File: config.mk
export PLATFORM = sky130hd
export DESIGN_NAME = servo_position_reply_parser_core
export DESIGN_NICKNAME = d
export VERILOG_FILES = /design/src/sv/svprp_pkg.sv /design/src/sv/svprp_frame.sv /design/src/sv/servo_position_reply_parser_core.sv
export SDC_FILE = /design/constraint.sdc
export NUM_CORES = 1
export LEC_CHECK = 0
export BUFFER_PORTS_ARGS = -buffer_cell sky130_fd_sc_hd__buf_2
export CAP_MARGIN = 20
export CORE_AREA = 5 5 98 73
export CTS_CLUSTER_SIZE = 20
export DETAILED_ROUTE_END_ITERATION = 10
export DIE_AREA = 0 0 103 78
export GPL_TIMING_DRIVEN = 0
export HOLD_SLACK_MARGIN = 0.03
export PLACE_DENSITY = 0.78
export SYNTH_ARGS = -nofsm -noshare
export SYNTH_HDL_FRONTEND = slang
export SYNTH_SLANG_ARGS = --single-unit
File: constraint.sdc
create_clock -name clk_i -period 2.9 [get_ports clk_i]
set_clock_uncertainty 0.1 [all_clocks]
set_input_delay 0.87 -clock clk_i [delete_from_list [all_inputs] [get_ports clk_i]]
set_output_delay 0.87 -clock clk_i [all_outputs]
set_load 0.01 [all_outputs]
File: src/sv/svprp_pkg.sv
// ----------------------------------------------------------------------------
// svprp_pkg
// Shared types and constants for the servo position reply parser: frame
// characters, byte slot numbers, status codes and the frame result bundle.
// ----------------------------------------------------------------------------
`default_nettype none

package svprp_pkg;

  // Field widths
  localparam int unsigned ByteW   = 8;
  localparam int unsigned IdW     = 10;
  localparam int unsigned CfgIdW  = 8;
  localparam int unsigned PosW    = 14;
  localparam int unsigned FillW   = 4;

  // Frame characters
  localparam logic [ByteW-1:0] CharHash = 8'h23;  // '#'
  localparam logic [ByteW-1:0] CharP    = 8'h50;  // 'P'
  localparam logic [ByteW-1:0] CharBang = 8'h21;  // '!'
  localparam logic [ByteW-1:0] CharZero = 8'h30;  // '0'
  localparam logic [ByteW-1:0] CharNine = 8'h39;  // '9'

  // Byte slots within an open frame (fill count before the byte lands)
  localparam logic [FillW-1:0] SlotIdle     = 4'd0;
  localparam logic [FillW-1:0] SlotOpen     = 4'd1;
  localparam logic [FillW-1:0] SlotIdFirst  = 4'd1;
  localparam logic [FillW-1:0] SlotIdLast   = 4'd3;
  localparam logic [FillW-1:0] SlotPosMark  = 4'd4;
  localparam logic [FillW-1:0] SlotPosFirst = 4'd5;
  localparam logic [FillW-1:0] SlotPosLast  = 4'd8;
  localparam logic [FillW-1:0] SlotEnd      = 4'd9;

  // Result status codes
  typedef enum logic [1:0] {
    StatusOk        = 2'd0,
    StatusMalformed = 2'd1,
    StatusOtherId   = 2'd2
  } status_e;

  // One completed frame
  typedef struct packed {
    logic               valid;
    status_e            status;
    logic [PosW-1:0]    position;
  } frame_result_t;

endpackage

`default_nettype wire

File: src/sv/svprp_frame.sv
// ----------------------------------------------------------------------------
// svprp_frame
// Per-byte frame tracker: holds the fill count, decimal accumulators and
// format flag, and reports a result on the terminating byte of a frame.
// ----------------------------------------------------------------------------
`default_nettype none

module svprp_frame (
  input  wire logic                          clk_i,
  input  wire logic                          rst_ni,
  input  wire logic                          byte_valid_i,
  input  wire logic [svprp_pkg::ByteW-1:0]   byte_i,
  input  wire logic [svprp_pkg::CfgIdW-1:0]  expected_id_i,
  output      svprp_pkg::frame_result_t      result_o
);
  import svprp_pkg::*;

  logic [FillW-1:0] fill_q, fill_d;
  logic [IdW-1:0]   id_q, id_d;
  logic [PosW-1:0]  pos_q, pos_d;
  logic             good_q, good_d;

  logic             is_hash;
  logic             is_digit;
  logic [3:0]       digit;
  logic [IdW-1:0]   id_next;
  logic [PosW-1:0]  pos_next;
  logic             good_end;

  // Classify the incoming byte
  assign is_hash  = (byte_i == CharHash);
  assign is_digit = (byte_i >= CharZero) && (byte_i <= CharNine);
  assign digit    = byte_i[3:0];

  // Decimal accumulate: x*10 + d as two shifts and adds
  assign id_next  = (id_q << 3) + (id_q << 1) + IdW'(digit);
  assign pos_next = (pos_q << 3) + (pos_q << 1) + PosW'(digit);

  // Terminator check on the final slot
  assign good_end = good_q && (byte_i == CharBang);

  // Advance the frame state for one accepted item
  always_comb begin
    fill_d   = fill_q;
    id_d     = id_q;
    pos_d    = pos_q;
    good_d   = good_q;
    result_o = '{valid: 1'b0, status: StatusOk, position: '0};
    if (byte_valid_i) begin
      if (is_hash) begin
        fill_d = SlotOpen;
        id_d   = '0;
        pos_d  = '0;
        good_d = 1'b1;
      end else if (fill_q != SlotIdle) begin
        fill_d = fill_q + 4'd1;
        unique case (fill_q) inside
          [SlotIdFirst:SlotIdLast]: begin
            if (is_digit) id_d = id_next;
            else          good_d = 1'b0;
          end
          SlotPosMark: begin
            if (byte_i != CharP) good_d = 1'b0;
          end
          [SlotPosFirst:SlotPosLast]: begin
            if (is_digit) pos_d = pos_next;
            else          good_d = 1'b0;
          end
          default: begin
            // terminator slot: close the frame and report
            fill_d          = SlotIdle;
            good_d          = good_end;
            result_o.valid  = 1'b1;
            if (!good_end) begin
              result_o.status = StatusMalformed;
            end else if (id_q != IdW'(expected_id_i)) begin
              result_o.status = StatusOtherId;
            end else begin
              result_o.status   = StatusOk;
              result_o.position = pos_q;
            end
          end
        endcase
      end
    end
  end

  // Hold the frame state
  always_ff @(posedge clk_i or negedge rst_ni) begin
    if (!rst_ni) begin
      fill_q <= SlotIdle;
      id_q   <= '0;
      pos_q  <= '0;
      good_q <= 1'b1;
    end else begin
      fill_q <= fill_d;
      id_q   <= id_d;
      pos_q  <= pos_d;
      good_q <= good_d;
    end
  end

  // The fill count never runs past the terminator slot
  a_fill_range: assert property (@(posedge clk_i) disable iff (!rst_ni)
    fill_q <= SlotEnd)
    else $error("fill count out of range");

  // A result only comes from a non-'#' item landing in the terminator slot
  a_result_slot: assert property (@(posedge clk_i) disable iff (!rst_ni)
    result_o.valid |-> (byte_valid_i && !is_hash && fill_q == SlotEnd))
    else $error("result outside terminator slot");

  // After a '#' the frame is open at its first slot
  a_hash_opens: assert property (@(posedge clk_i) disable iff (!rst_ni)
    (byte_valid_i && is_hash) |=> (fill_q == SlotOpen && good_q))
    else $error("'#' did not open a frame");

endmodule

`default_nettype wire

File: src/sv/servo_position_reply_parser_core.sv
// Output: a result appears on the master side in the cycle after the item
//   that carries the frame terminator is accepted.
// Throughput: one item per cycle; the result register lets a new item in
//   whenever it is empty or being drained in the same cycle.
// Reset: asynchronous, active low; closes any open frame, empties the result
//   register and sets expected_id to zero.
// ----------------------------------------------------------------------------
// servo_position_reply_parser_core
// Finds ten-byte servo position replies in a received byte stream and
// returns a status for each completed frame, with the decoded position when ok.
// ----------------------------------------------------------------------------
`default_nettype none

module servo_position_reply_parser_core (
  input  wire logic                          clk_i,
  input  wire logic                          rst_ni,
  // configuration
  input  wire logic                          cfg_we_i,
  input  wire logic [svprp_pkg::CfgIdW-1:0]  cfg_wdata_i,   // expected_id
  // byte input
  input  wire logic                          s_axis_tvalid,
  output      logic                          s_axis_tready,
  input  wire logic [7:0]                    s_axis_tdata,  // [7:0] rx_byte
  // result output
  output      logic                          m_axis_tvalid,
  input  wire logic                          m_axis_tready,
  output      logic [15:0]                   m_axis_tdata   // [1:0] status, [15:2] position
);
  import svprp_pkg::*;

  logic [CfgIdW-1:0] expected_id_q;
  logic              in_accept;
  logic              out_accept;
  frame_result_t     frame_res;

  logic              out_valid_q, out_valid_d;
  status_e           out_status_q;
  logic [PosW-1:0]   out_pos_q;

  // Hold the expected id register
  always_ff @(posedge clk_i or negedge rst_ni) begin
    if (!rst_ni) begin
      expected_id_q <= '0;
    end else if (cfg_we_i) begin
      expected_id_q <= cfg_wdata_i;
    end
  end

  // Take an item when the result register is free or draining
  assign s_axis_tready = !out_valid_q || m_axis_tready;
  assign in_accept     = s_axis_tvalid && s_axis_tready;
  assign out_accept    = out_valid_q && m_axis_tready;

  svprp_frame u_frame (
    .clk_i         (clk_i),
    .rst_ni        (rst_ni),
    .byte_valid_i  (in_accept),
    .byte_i        (s_axis_tdata[ByteW-1:0]),
    .expected_id_i (expected_id_q),
    .result_o      (frame_res)
  );

  // Result register valid flag
  always_comb begin
    out_valid_d = out_valid_q;
    if (frame_res.valid)  out_valid_d = 1'b1;
    else if (out_accept)  out_valid_d = 1'b0;
  end

  always_ff @(posedge clk_i or negedge rst_ni) begin
    if (!rst_ni) begin
      out_valid_q <= 1'b0;
    end else begin
      out_valid_q <= out_valid_d;
    end
  end

  // Load result payload
  always_ff @(posedge clk_i) begin
    if (frame_res.valid) begin
      out_status_q <= frame_res.status;
      out_pos_q    <= frame_res.position;
    end
  end

  assign m_axis_tvalid = out_valid_q;
  assign m_axis_tdata  = {out_pos_q, out_status_q};

  // A pending result that is not taken blocks the input side
  a_stall_blocks: assert property (@(posedge clk_i) disable iff (!rst_ni)
    (out_valid_q && !m_axis_tready) |-> !s_axis_tready)
    else $error("input accepted while result stalled");

  // Position is zero for any status other than ok
  a_pos_zero: assert property (@(posedge clk_i) disable iff (!rst_ni)
    (out_valid_q && out_status_q != StatusOk) |-> (out_pos_q == '0))
    else $error("nonzero position on failed frame");

  // A new frame result always lands in the result register
  a_result_loads: assert property (@(posedge clk_i) disable iff (!rst_ni)
    frame_res.valid |=> out_valid_q)
    else $error("frame result lost");

endmodule

`default_nettype wire
==> run_results.csv <==
group,metric,value,unit
status,status,"finished clean",
timing,holdWs,0.413,ns
floorplanning,io_pins,39,
synthesis,syn_area_per_cell,11.4,sq um
final_layout,drive_gt1_frac,0.268,
clock_network,cts.sinks,54,
final_layout,final_area,4000,sq um
synthesis,yosysTopAreaCell,"dfrtp_1",
critical_path,critical_path_class,"in2reg",
timing,setup_viol,0,
critical_path,r2r_slack,0.14,ns
detailed_routing,vias_per_cell,5.74,
final_layout,antenna-diode-count,0,
critical_path,critPathLaunchType,"primary input",
synthesis,ys_types,61,
clock_network,root_buffer,"clkbuf_8",
timing,slew_headroom,0.425,
final_layout,final_cell_mix,"buf_2, dfrtp_1, ha_1, a22o_1",
critical_path,r2r_start,"u_frame.pos_q[2]",
floorplanning,floorplan.initialDensity,0.572,
timing,tightest_slew,0.862,ns
timing,fmax,346,MHz
clock_network,clk_pin_slew,0.11,ns
final_layout,instances_no_fill,432,
clock_network,hold_buffers,0,
hold_path,min_path_type,"reg2reg",
hold_path,holdPathEnd,"m_axis_tvalid",
floorplanning,die_w,103,um
place,place_hpwl,5.56,mm
detailed_routing,drtPass1Iterations,4,
timing,fin_crit_sh,0.998,
power_and_ir_drop,power,2.67,mW
timing,hold_viol_final,0,
clock_network,cts_tree,"yes",
synthesis,yosysTopAreaCellShare,0.267,
detailed_routing,postRouteAntennaNets,0,
global_routing,grt_max_degree,39,
synthesis,synthArstFlopShare,0.704,
floorplanning,die_h,78,um
detailed_routing,drc_errors,0,
global_routing,globalRouteOverflowTotal,0,
clock_network,clock_latency,0.31,ns
hold_path,hp-start,"m_axis_tvalid",
synthesis,ys_ff_latch,54,
synthesis,ys_seq_area_frac,0.413,
clock_network,cts_buffers,5,
global_routing,antenna_found_initial,0,
synthesis,syn_nets,369,
power_and_ir_drop,p_leak,1.91,nW
detailed_routing,drt_iter0_markers,107,
place,dp_slack,-0.539,ns
power_and_ir_drop,ir_drop,0.309,mV
final_layout,area_delta_synth_final,15.4,%
synthesis,synth_edf_count,16,
synthesis,synth_flop_cell,"dfrtp_1",
power_and_ir_drop,cellPowerDensity,666,nW/um^2
floorplanning,row_count,24,
timing,finalMaxSlewViolations,0,
run,cap_violations,0,
synthesis,yosys_warnings,0,
critical_path,reg2reg_to,"u_frame.pos_q[12]",
global_routing,grt_pass1_vias,2571,
critical_path,crit_required,3.00,ns
global_routing,grt_pass1_wl,11.9,mm
critical_path,reg2regPathDepth,10,
place,dpl_cell_area,3780,sq um
clock_network,clockBufferDepth,2,
place,portBuffers,37,
detailed_routing,drt_wl_total,7.10,mm
floorplanning,core_area,6070,sq um
detailed_routing,wl_per_cell,16.4,um
critical_path,worst_ep_arrival_time,3.00,ns
synthesis,synthTopCellsByArea,"dfrtp_1, ha_1, edfxtp_1",
timing,layout_setup_ws,0.00606,ns
global_routing,grt_util_all_layers,0.187,
final_layout,final_util,0.660,
final_layout,nets,418,
synthesis,syn_inst,304,
timing,rsz0062_at_grt,"true",
place,gp_congestion,0.878,
synthesis,netlist_area,3470,sq um
floorplanning,die_area,8030,sq um
place,dp.cells,419,
timing,fin_setup_tns,0,ns
clock_network,cts_max_level,2,
critical_path,critPathMaxFanout,2,
critical_path,endpoint_kind,"flop",
detailed_routing,vias,2478,
timing,min_period,2.89,ns
hold_path,holdPathStages,2,
[critical path: stages]
cell	delay [ns]
buf_8	0.09
inv_8	0.03
fa_1	0.46
buf_4	0.15
fa_2	0.34
nor2b_2	0.13
o211ai_1	0.15
a41o_1	0.28
o21ai_2	0.19
xor2_1	0.09
a22o_1	0.21
[sequential cells by signal, indices dropped and copies added (netlist names)]
| signal | cells |
|---|---|
| out_pos_q | 14 |
| u_frame.pos_q | 14 |
| u_frame.id_q | 10 |
| expected_id_q | 8 |
| u_frame.fill_q | 4 |
| out_status_q | 2 |
| m_axis_tvalid | 1 |
| u_frame.good_q | 1 |
[what timing repair did]
action,CTS,global route
setup buffers,3,2
gates cloned,0,0
setup endpoints to repair,3,5
resized for setup,9,9
pin swaps,10,19
[cell families after synthesis]
kind of cell | Yosys count | share of synthesized area
mux | 8 | 0.0260
flops | 54 | 0.413
xor+xnor | 27 | 0.0682
buf+inv | 25 | 0.0339
simple gates | 74 | 0.131
compound gates | 72 | 0.161
fa+ha+maj | 44 | 0.167
[area by class of cell]
type	count	area, sq um
Fill cell	473	2060
Multi-Input combinational cell	225	2020
Sequential cell	54	1430
Timing Repair Buffer	42	236
Tap cell	78	97.6
Inverter	19	78.8
Clock buffer	5	68.8
Buffer	6	46.3
Clock inverter	3	25.0
[synth_stat cells (2+ instances only)]
master    number
nand4_1        5
nor2b_1        3
o211ai_2       2
xnor2_1       16
a21oi_1       13
nand2_1        9
o21ai_0        8
dfrtp_1       37
ha_1          40
a21o_1         4
and2_1        12
mux2_2         8
nor4_1         4
clkbuf_1       2
xor2_1        11
nor3_1         4
o21bai_1       2
edfxtp_1      16
o21a_1         3
a22o_1        24
nor2_1        13
inv_2          2
buf_6          3
a211o_1        2
fa_1           4
nand3_1        5
nand2b_1       2
inv_1         17
[worst max path at each step]
stage | start | endpoint
final | s_axis_tdata[3] | u_frame.pos_q[12]
after global routing | s_axis_tdata[3] | u_frame.pos_q[12]
after CTS | s_axis_tdata[3] | u_frame.pos_q[11]
after detailed placement | s_axis_tdata[3] | u_frame.pos_q[12]
after global placement | s_axis_tdata[3] | u_frame.pos_q[12]
after floorplan | s_axis_tdata[3] | u_frame.pos_q[11]
[per-layer routing]
layer | wire (um) | track usage
met5 | 0 | 0
met1 | 3630 | 0.278
met4 | 87 | 0.0453
met2 | 3060 | 0.284
met3 | 326 | 0.0296
[where the power goes]
part           switching, mW  total (mW)  internal (mW)
combinational          0.628        1.13          0.505
sequential             0.133        1.10          0.970
clock                  0.257       0.432          0.175
(Power assumes the default switching activity.)
